## config.mk

```make
export PLATFORM = sky130hd
export DESIGN_NAME = uart_command_frame_receiver_unit
export DESIGN_NICKNAME = d
export VERILOG_FILES = /design/src/rtl/ucfr_pkg.sv /design/src/rtl/ucfr_cfg_regs.sv /design/src/rtl/ucfr_parser.sv /design/src/rtl/uart_command_frame_receiver_unit.sv
export VERILOG_INCLUDE_DIRS = /design/src /design/src/rtl
export SDC_FILE = /design/constraint.sdc
export NUM_CORES = 1
export LEC_CHECK = 0
export ABC_AREA = 1
export BUFFER_PORTS_ARGS = -buffer_cell sky130_fd_sc_hd__buf_2
export CAP_MARGIN = 0
export CORE_MARGIN = 4
export CORE_UTILIZATION = 60
export DETAILED_ROUTE_END_ITERATION = 8
export PLACE_DENSITY = 0.87
export SLEW_MARGIN = 20
export SYNTH_ARGS = -nofsm -noshare
export SYNTH_HDL_FRONTEND = slang
export SYNTH_SLANG_ARGS = --single-unit
```

## constraint.sdc

```tcl
create_clock -name clk -period 6.15 [get_ports clk]
set_input_delay 0.3075 -clock clk [delete_from_list [all_inputs] [get_ports clk]]
set_output_delay 0.3075 -clock clk [all_outputs]
set_load 0.02 [all_outputs]
```

## src/rtl/assert_macros.svh

```systemverilog
// ----------------------------------------------------------------------------
// assert_macros.svh
// Concurrent assertion helpers used by the RTL parser.
// ----------------------------------------------------------------------------
`ifndef ASSERT_MACROS_SVH
`define ASSERT_MACROS_SVH

// cond must hold at every clock edge outside reset
`define ASSERT_ALWAYS(label, clk, rst_n, cond, msg) \
  label: assert property (@(posedge clk) disable iff (!rst_n) (cond)) \
    else $error(msg);

// ante implies cons in the same cycle
`define ASSERT_IMPL(label, clk, rst_n, ante, cons, msg) \
  label: assert property (@(posedge clk) disable iff (!rst_n) (ante) |-> (cons)) \
    else $error(msg);

// ante implies cons in the next cycle
`define ASSERT_NEXT(label, clk, rst_n, ante, cons, msg) \
  label: assert property (@(posedge clk) disable iff (!rst_n) (ante) |=> (cons)) \
    else $error(msg);

`endif

```

## src/rtl/ucfr_pkg.sv

```systemverilog
// ----------------------------------------------------------------------------
// ucfr_pkg
// Types and constants of the command frame receiver.
// ----------------------------------------------------------------------------
`timescale 1ns / 1ps

package ucfr_pkg;

  typedef logic [7:0] byte_t;
  typedef logic [6:0] duty_t;
  typedef logic [3:0] nibble_t;

  typedef enum logic [1:0] {
    RegHeaderFirst  = 2'd0,
    RegHeaderSecond = 2'd1,
    RegFrameLength  = 2'd2
  } cfg_index_t;

  localparam byte_t HeaderFirstRst  = 8'hAA;
  localparam byte_t HeaderSecondRst = 8'h88;
  localparam byte_t FrameLengthRst  = 8'd8;

  localparam byte_t PosHeaderFirst  = 8'd0;
  localparam byte_t PosHeaderSecond = 8'd1;
  localparam byte_t PosLength       = 8'd2;
  localparam byte_t PosBody         = 8'd3;
  localparam byte_t PosCommand      = 8'd4;

  localparam nibble_t CmdDutyOff  = 4'h0;
  localparam nibble_t CmdDutyFull = 4'h1;
  localparam nibble_t CmdBreathe  = 4'h2;

  localparam duty_t DutyZero = 7'd0;
  localparam duty_t DutyFull = 7'd100;

  typedef struct packed {
    byte_t header_first;
    byte_t header_second;
    byte_t frame_length;
  } cfg_t;

  typedef struct packed {
    logic  valid;
    logic  checksum_ok;
    duty_t duty_level;
    logic  breathing;
  } res_t;

endpackage

```

## src/rtl/ucfr_cfg_regs.sv

```systemverilog
// ----------------------------------------------------------------------------
// ucfr_cfg_regs
// Configuration register file: header bytes and frame length.
// ----------------------------------------------------------------------------
`timescale 1ns / 1ps

module ucfr_cfg_regs (
  input  logic                  clk,
  input  logic                  rst_n,
  input  logic                  wr_en,
  input  logic [1:0]            wr_index,
  input  ucfr_pkg::byte_t       wr_data,
  output ucfr_pkg::cfg_t        cfg
);

  ucfr_pkg::cfg_t cfg_r;
  ucfr_pkg::cfg_t cfg_nxt;

  always_comb begin
    cfg_nxt = cfg_r;
    if (wr_en) begin
      unique case (wr_index)
        ucfr_pkg::RegHeaderFirst:  cfg_nxt.header_first  = wr_data;
        ucfr_pkg::RegHeaderSecond: cfg_nxt.header_second = wr_data;
        ucfr_pkg::RegFrameLength:  cfg_nxt.frame_length  = wr_data;
        default: ;
      endcase
    end
  end

  always_ff @(posedge clk) begin
    if (!rst_n) begin
      cfg_r.header_first  <= ucfr_pkg::HeaderFirstRst;
      cfg_r.header_second <= ucfr_pkg::HeaderSecondRst;
      cfg_r.frame_length  <= ucfr_pkg::FrameLengthRst;
    end else begin
      cfg_r <= cfg_nxt;
    end
  end

  assign cfg = cfg_r;

endmodule

```

## src/rtl/ucfr_parser.sv

```systemverilog
// ----------------------------------------------------------------------------
// ucfr_parser
// Frame parse state, running checksum and command decode; one byte a step.
// ----------------------------------------------------------------------------
`timescale 1ns / 1ps
`include "assert_macros.svh"

module ucfr_parser (
  input  logic            clk,
  input  logic            rst_n,
  input  logic            step,
  input  ucfr_pkg::byte_t rx_byte,
  input  ucfr_pkg::cfg_t  cfg,
  output ucfr_pkg::res_t  res
);

  ucfr_pkg::byte_t   pos_r,     pos_nxt;
  ucfr_pkg::byte_t   sum_r,     sum_nxt;
  ucfr_pkg::nibble_t nib_r,     nib_nxt;
  ucfr_pkg::duty_t   duty_r,    duty_nxt;
  logic              breathe_r, breathe_nxt;

  ucfr_pkg::nibble_t nib_eff;
  logic [8:0]        pos_inc;
  ucfr_pkg::byte_t   sum_add;
  ucfr_pkg::byte_t   check;
  logic              ok;

  assign nib_eff = (pos_r == ucfr_pkg::PosCommand) ? rx_byte[3:0] : nib_r;
  assign pos_inc = {1'b0, pos_r} + 9'd1;
  assign sum_add = sum_r + rx_byte;
  assign check   = 8'd0 - sum_r;
  assign ok      = (rx_byte == check);

  always_comb begin
    pos_nxt     = pos_r;
    sum_nxt     = sum_r;
    nib_nxt     = nib_r;
    duty_nxt    = duty_r;
    breathe_nxt = breathe_r;
    res         = '0;
    if (step) begin
      case (pos_r)
        ucfr_pkg::PosHeaderFirst: begin
          pos_nxt = (rx_byte == cfg.header_first) ? ucfr_pkg::PosHeaderSecond
                                                  : ucfr_pkg::PosHeaderFirst;
          sum_nxt = '0;
        end
        ucfr_pkg::PosHeaderSecond: begin
          if (rx_byte == cfg.header_second) begin
            pos_nxt = ucfr_pkg::PosLength;
            sum_nxt = rx_byte;
          end else begin
            pos_nxt = ucfr_pkg::PosHeaderFirst;
          end
        end
        ucfr_pkg::PosLength: begin
          if (rx_byte == cfg.frame_length) begin
            pos_nxt = ucfr_pkg::PosBody;
            sum_nxt = sum_add;
          end else begin
            pos_nxt = ucfr_pkg::PosHeaderFirst;
          end
        end
        default: begin
          nib_nxt = nib_eff;
          if (pos_inc < {1'b0, cfg.frame_length}) begin
            sum_nxt = sum_add;
            pos_nxt = pos_inc[7:0];
          end else begin
            // check byte: apply command only on a match
            if (ok) begin
              case (nib_eff)
                ucfr_pkg::CmdDutyOff: begin
                  duty_nxt    = ucfr_pkg::DutyZero;
                  breathe_nxt = 1'b0;
                end
                ucfr_pkg::CmdDutyFull: begin
                  duty_nxt    = ucfr_pkg::DutyFull;
                  breathe_nxt = 1'b0;
                end
                ucfr_pkg::CmdBreathe: breathe_nxt = 1'b1;
                default: ;
              endcase
            end
            pos_nxt         = ucfr_pkg::PosHeaderFirst;
            sum_nxt         = '0;
            res.valid       = 1'b1;
            res.checksum_ok = ok;
            res.duty_level  = duty_nxt;
            res.breathing   = breathe_nxt;
          end
        end
      endcase
    end
  end

  always_ff @(posedge clk) begin
    if (!rst_n) begin
      pos_r     <= '0;
      sum_r     <= '0;
      nib_r     <= '0;
      duty_r    <= '0;
      breathe_r <= 1'b0;
    end else begin
      pos_r     <= pos_nxt;
      sum_r     <= sum_nxt;
      nib_r     <= nib_nxt;
      duty_r    <= duty_nxt;
      breathe_r <= breathe_nxt;
    end
  end

  `ASSERT_ALWAYS(a_duty_legal, clk, rst_n,
    (duty_r == ucfr_pkg::DutyZero) || (duty_r == ucfr_pkg::DutyFull),
    "duty holds a value no command sets")
  `ASSERT_IMPL(a_end_in_body, clk, rst_n, res.valid, pos_r >= ucfr_pkg::PosBody,
    "frame end outside frame body")
  `ASSERT_NEXT(a_end_restarts, clk, rst_n, res.valid,
    (pos_r == ucfr_pkg::PosHeaderFirst) && (sum_r == 8'd0),
    "parser did not restart after frame end")

endmodule

```

## src/rtl/uart_command_frame_receiver_unit.sv

```systemverilog
// ----------------------------------------------------------------------------
// uart_command_frame_receiver_unit
// Parses received bytes into command frames with an additive checksum and
// reports LED duty and breathing mode at each frame end.
// ----------------------------------------------------------------------------
//   channel | direction | word
//   in_     | input     | rx_byte, one received byte
//   out_    | output    | checksum_ok, duty_level, breathing at frame end
//   cfg_    | input     | index 0..2 and 8-bit register data
//
// One byte per cycle while no result waits on out_ready: an input register feeds
// the parser, whose frame-end result lands in an output register; out_valid
// rises once the frame's last byte has passed through both registers.
// A waiting result does not block input until the input register also fills.
// Synchronous active-low reset restores register defaults and clears state.
// cfg_ready is always high.
// ----------------------------------------------------------------------------
`timescale 1ns / 1ps

module uart_command_frame_receiver_unit (
  input  logic            clk,
  input  logic            rst_n,
  input  logic            in_valid,
  output logic            in_ready,
  input  ucfr_pkg::byte_t in_rx_byte,
  output logic            out_valid,
  input  logic            out_ready,
  output logic            out_checksum_ok,
  output ucfr_pkg::duty_t out_duty_level,
  output logic            out_breathing,
  input  logic            cfg_valid,
  output logic            cfg_ready,
  input  logic [1:0]      cfg_index,
  input  ucfr_pkg::byte_t cfg_data
);

  ucfr_pkg::cfg_t  cfg;
  ucfr_pkg::res_t  res;

  logic            in_vld_r, in_vld_nxt;
  ucfr_pkg::byte_t in_byte_r;
  logic            out_vld_r, out_vld_nxt;
  logic            out_ok_r;
  ucfr_pkg::duty_t out_duty_r;
  logic            out_breathe_r;
  logic            advance;

  assign cfg_ready = 1'b1;
  assign advance   = in_vld_r && (!out_vld_r || out_ready);
  assign in_ready  = !in_vld_r || advance;

  ucfr_cfg_regs u_cfg (
    .clk      (clk),
    .rst_n    (rst_n),
    .wr_en    (cfg_valid && cfg_ready),
    .wr_index (cfg_index),
    .wr_data  (cfg_data),
    .cfg      (cfg)
  );

  ucfr_parser u_parser (
    .clk     (clk),
    .rst_n   (rst_n),
    .step    (advance),
    .rx_byte (in_byte_r),
    .cfg     (cfg),
    .res     (res)
  );

  always_comb begin
    in_vld_nxt = in_vld_r;
    if (advance) in_vld_nxt = 1'b0;
    if (in_valid && in_ready) in_vld_nxt = 1'b1;
    out_vld_nxt = out_vld_r;
    if (out_vld_r && out_ready) out_vld_nxt = 1'b0;
    if (res.valid) out_vld_nxt = 1'b1;
  end

  always_ff @(posedge clk) begin
    if (!rst_n) begin
      in_vld_r  <= 1'b0;
      out_vld_r <= 1'b0;
    end else begin
      in_vld_r  <= in_vld_nxt;
      out_vld_r <= out_vld_nxt;
    end
  end

  always_ff @(posedge clk) begin
    if (in_valid && in_ready) in_byte_r <= in_rx_byte;
    if (res.valid) begin
      out_ok_r      <= res.checksum_ok;
      out_duty_r    <= res.duty_level;
      out_breathe_r <= res.breathing;
    end
  end

  assign out_valid       = out_vld_r;
  assign out_checksum_ok = out_ok_r;
  assign out_duty_level  = out_duty_r;
  assign out_breathing   = out_breathe_r;

endmodule

```

==> metrics <==
Initial DRC Count 190; prevailing post-synth register cell dfxtp_1; worst r2r path cells 17; pwr dens 245 nW/um^2; fin crit period 2.75 ns; setup slack, reg-to-reg between 3 and 4 ns; reg2reg end u_parser.sum_r[6]; Clock Power Share 0.361; CTS tree yes; final setup fails 0; LEAKAGE roughly 2.1 nW; headroom to the max-slew limit 0.367; Cell Area, Synth around 4000 sq um; worst r2r src u_parser.pos_r[0]; Die X ~90 microns; GR Layer Usage met3 0.0342; Diodes inserted 0; Final GP Congestion a little over 0.9; vias per inst 5.42; CP Class reg2reg; outcome complete, no violations; post-cts repair resize count 0; number of setup buffers added after CTS 0; Worst Path Arrival about 3.0 ns; final wirelength between 9 and 10 mm; Max-cap violations 0; Peak VDD IR 0.000162 V; met1 usage 0.296; first-pass GRT wire length approximately 15 mm; clock tree buffer depth 2; layout cells sized above 1 0.132; std cell rows 29; critical path fanouts, max 8; IO Port Bufs 33; Final Max Tran Viols 0; clock root buffer clkbuf_8; hold worst-path end in_byte_r[5]; P_int around 0.78 mW; FFs w/ async S/R, synth 0; Synth Instances ~540; sequential power share 0.478; GR peak layer met2; Fin. Hold Viols 0; die area between 8000 and 9000 sq um; post-synthesis cell type count 41; Area Growth Syn to Fin 9.87%; Hold Crit Class in2reg; Synth warnings 0; share of total power in combinational logic 0.161; syn nets 584; most frequent cells in the layout nand2_1 (125), inv_1 (62), dfxtp_1 (54); routed vias about 3500; Total GRT Usage 0.232; CTS H-Tree Depth 3; routed len/inst approximately 14 microns; Post-CTS Hold Fix Bufs 0; fin nets a little over 600; CP max stage delay ~0.41 ns; initial antenna violation count 0; number of buffers and inverters on the critical path 2; Initial Util 0.626; CORE AREA 6460 sq um; sequential cell area fraction in the yosys report 0.394; Most common cell on crit path nand2_1; Slowest cell on crit path dfxtp_1; dpl hpwl ~6.5 mm; Skew-Pair Late Insertion Delay 0.35 ns; Die Span Y 90.1 microns; router iterations before antenna repair 4; clk sink count 71; Worst-path clk slew around 0.070 ns; crit end category flip-flop; Top Ports 35; startpoint types flip-flop; fin crit share 0.448; Tightest Pin Transition approximately 0.94 ns; clk_skew 0.00705 ns; CTS Buf Count 9; gr ovfl total 0; #FFs+latches synth 71; RSZ-0062 raised after global routing no; CP delay by family, top simple AND/OR/NAND/NOR gates; Req. time, crit path ~6.4 ns; GR Util met2 0.388; Post-synth EDFFs 17; post-route ant nets 0; commonest non-fill, non-tap cell in the layout nand2_1; total negative slack 0 ns; Avg Inst Size Synth about 7.5 sq um; fin cells roughly 650; reported net switching power around 0.31 mW; worst hold path depth 1; vias in the first global route 3326; CP Cell Sequence ha_1 > nand2_1 > nor2_2 > nand3_1 > xor2_1 > inv_1 > ha_1 > nand2_1 > nand3b_1 > nor2_1 > nor2_4 > nand3b_1 > nand2_1 > nand2_1 > nand2_1 > nand2_1 > inv_1; largest net degree at the start of global routing 38; switching share of power 0.289; Max Freq 363 MHz; DR DRC count 0; # placed instances 637; HP Start in_rx_byte[5]
[metrics by stage]
step | power [mW] | cell area, sq um | hold slack, ns | setup slack (ns) | util
2_1_floorplan | 0.660 | 4040 | 0.406 | 3.76 | -
3_3_place_gp | 0.693 | 4230 | 0.436 | 3.61 | 0.656
3_5_place_dp | 0.701 | 4230 | 0.438 | 3.46 | 0.656
4_1_cts | 1.09 | 4440 | 0.123 | 3.41 | 0.688
5_1_grt | 1.14 | 4440 | 0.126 | 3.12 | 0.688
6_report | 1.09 | 4440 | 0.126 | 3.40 | 0.688
[worst max-delay path by stage]
stage	startpoint	endpoint	slack, ns	cells past startpoint
4_1_cts	u_parser.pos_r[0]	u_parser.sum_r[6]	3.41	17
3_3_place_gp	u_parser.pos_r[0]	u_parser.duty_r[4]	3.61	17
3_5_place_dp	u_parser.pos_r[0]	u_parser.duty_r[1]	3.46	17
6_report	u_parser.pos_r[0]	u_parser.sum_r[6]	3.40	17
5_1_grt	u_parser.pos_r[0]	u_parser.duty_r[5]	3.12	17
2_1_floorplan	u_parser.pos_r[0]	u_parser.duty_r[6]	3.76	17
[cell usage after synthesis (2+ instances only)]
master / count / area share
nand3_1: 31 / 0.038
o21a_1: 3 / 0.0056
o21ai_0: 31 / 0.038
clkbuf_2: 3 / 0.0037
nand4_1: 8 / 0.012
nor2_2: 4 / 0.0062
a21oi_1: 46 / 0.057
nand2_2: 4 / 0.0062
ha_1: 19 / 0.059
nand3b_1: 5 / 0.0093
dfxtp_1: 54 / 0.27
nand3_2: 3 / 0.0074
nor2_4: 5 / 0.014
edfxtp_1: 17 / 0.13
xnor2_1: 15 / 0.032
a31oi_1: 3 / 0.0046
nand2_1: 125 / 0.12
inv_2: 7 / 0.0065
clkbuf_1: 5 / 0.0046
nor3_1: 7 / 0.0087
o21bai_1: 2 / 0.0037
clkinv_1: 2 / 0.0019
inv_1: 62 / 0.058
buf_2: 3 / 0.0037
nor2_1: 48 / 0.045
xor2_1: 14 / 0.030
[worst register-to-register path, delay by kind of cell, from the launching register on]
| family | cells | cell delay [ns] |
|---|---|---|
| XOR/XNOR | 1 | 0.14 |
| adder cells (fa/ha/maj) | 2 | 0.51 |
| buffers and inverters | 2 | 0.11 |
| flip-flops | 1 | 0.41 |
| AND/OR/NAND/NOR | 12 | 1.51 |
[registers in the layout, indices dropped and copies added, names as in the netlist, 4 cells and up]
register and flops:
u_parser.sum_r 8, out_duty_level 7, u_cfg.cfg 24, u_parser.pos_r 8, u_parser.duty_r 7, in_byte_r 8
u_parser.nib_r 4
[kinds of logic (layout without fill, tap and decap cells)]
| logic type | count (synthesis) | after routing | synth area share |
|---|---|---|---|
| AND/OR/NAND/NOR | 244 | 244 | 0.274 |
| AO/OA/AOI/OAI | 91 | 91 | 0.121 |
| buffers and inverters | 85 | 120 | 0.0835 |
| flip-flops | 71 | 71 | 0.394 |
| XOR/XNOR | 29 | 29 | 0.0628 |
| adder cells (fa/ha/maj) | 20 | 20 | 0.0637 |
| other | 1 | 1 | 0.000927 |
[area by class of cell]
type / instances / area [sq um]
repair buffers: 33 / 165
multi-input cells: 385 / 2110
flip-flops and latches: 71 / 1590
well taps: 77 / 96.3
clock buffers: 12 / 156
clock inverters: 4 / 52.6
inverters: 71 / 267
fillers: 546 / 2020
[routing by layer]
| layer | up-vias | part of all wire |
|---|---|---|
| met4 | 0 | 0.029 |
| li1 | 1808 | - |
| met2 | 130 | 0.47 |
| met1 | 1584 | 0.44 |
| met5 | - | 0 |
| met3 | 16 | 0.063 |
[power by group through the flow]
stage | Sequential, mW | Combinational [mW] | Clock, mW
after floorplan | 0.518 | 0.141 | 0
after global placement | 0.530 | 0.163 | 0
after detailed placement | 0.531 | 0.170 | 0
after CTS | 0.520 | 0.173 | 0.398
after global routing | 0.523 | 0.201 | 0.416
final | 0.521 | 0.175 | 0.394
Note: power is estimated with default switching activity, not from simulation.
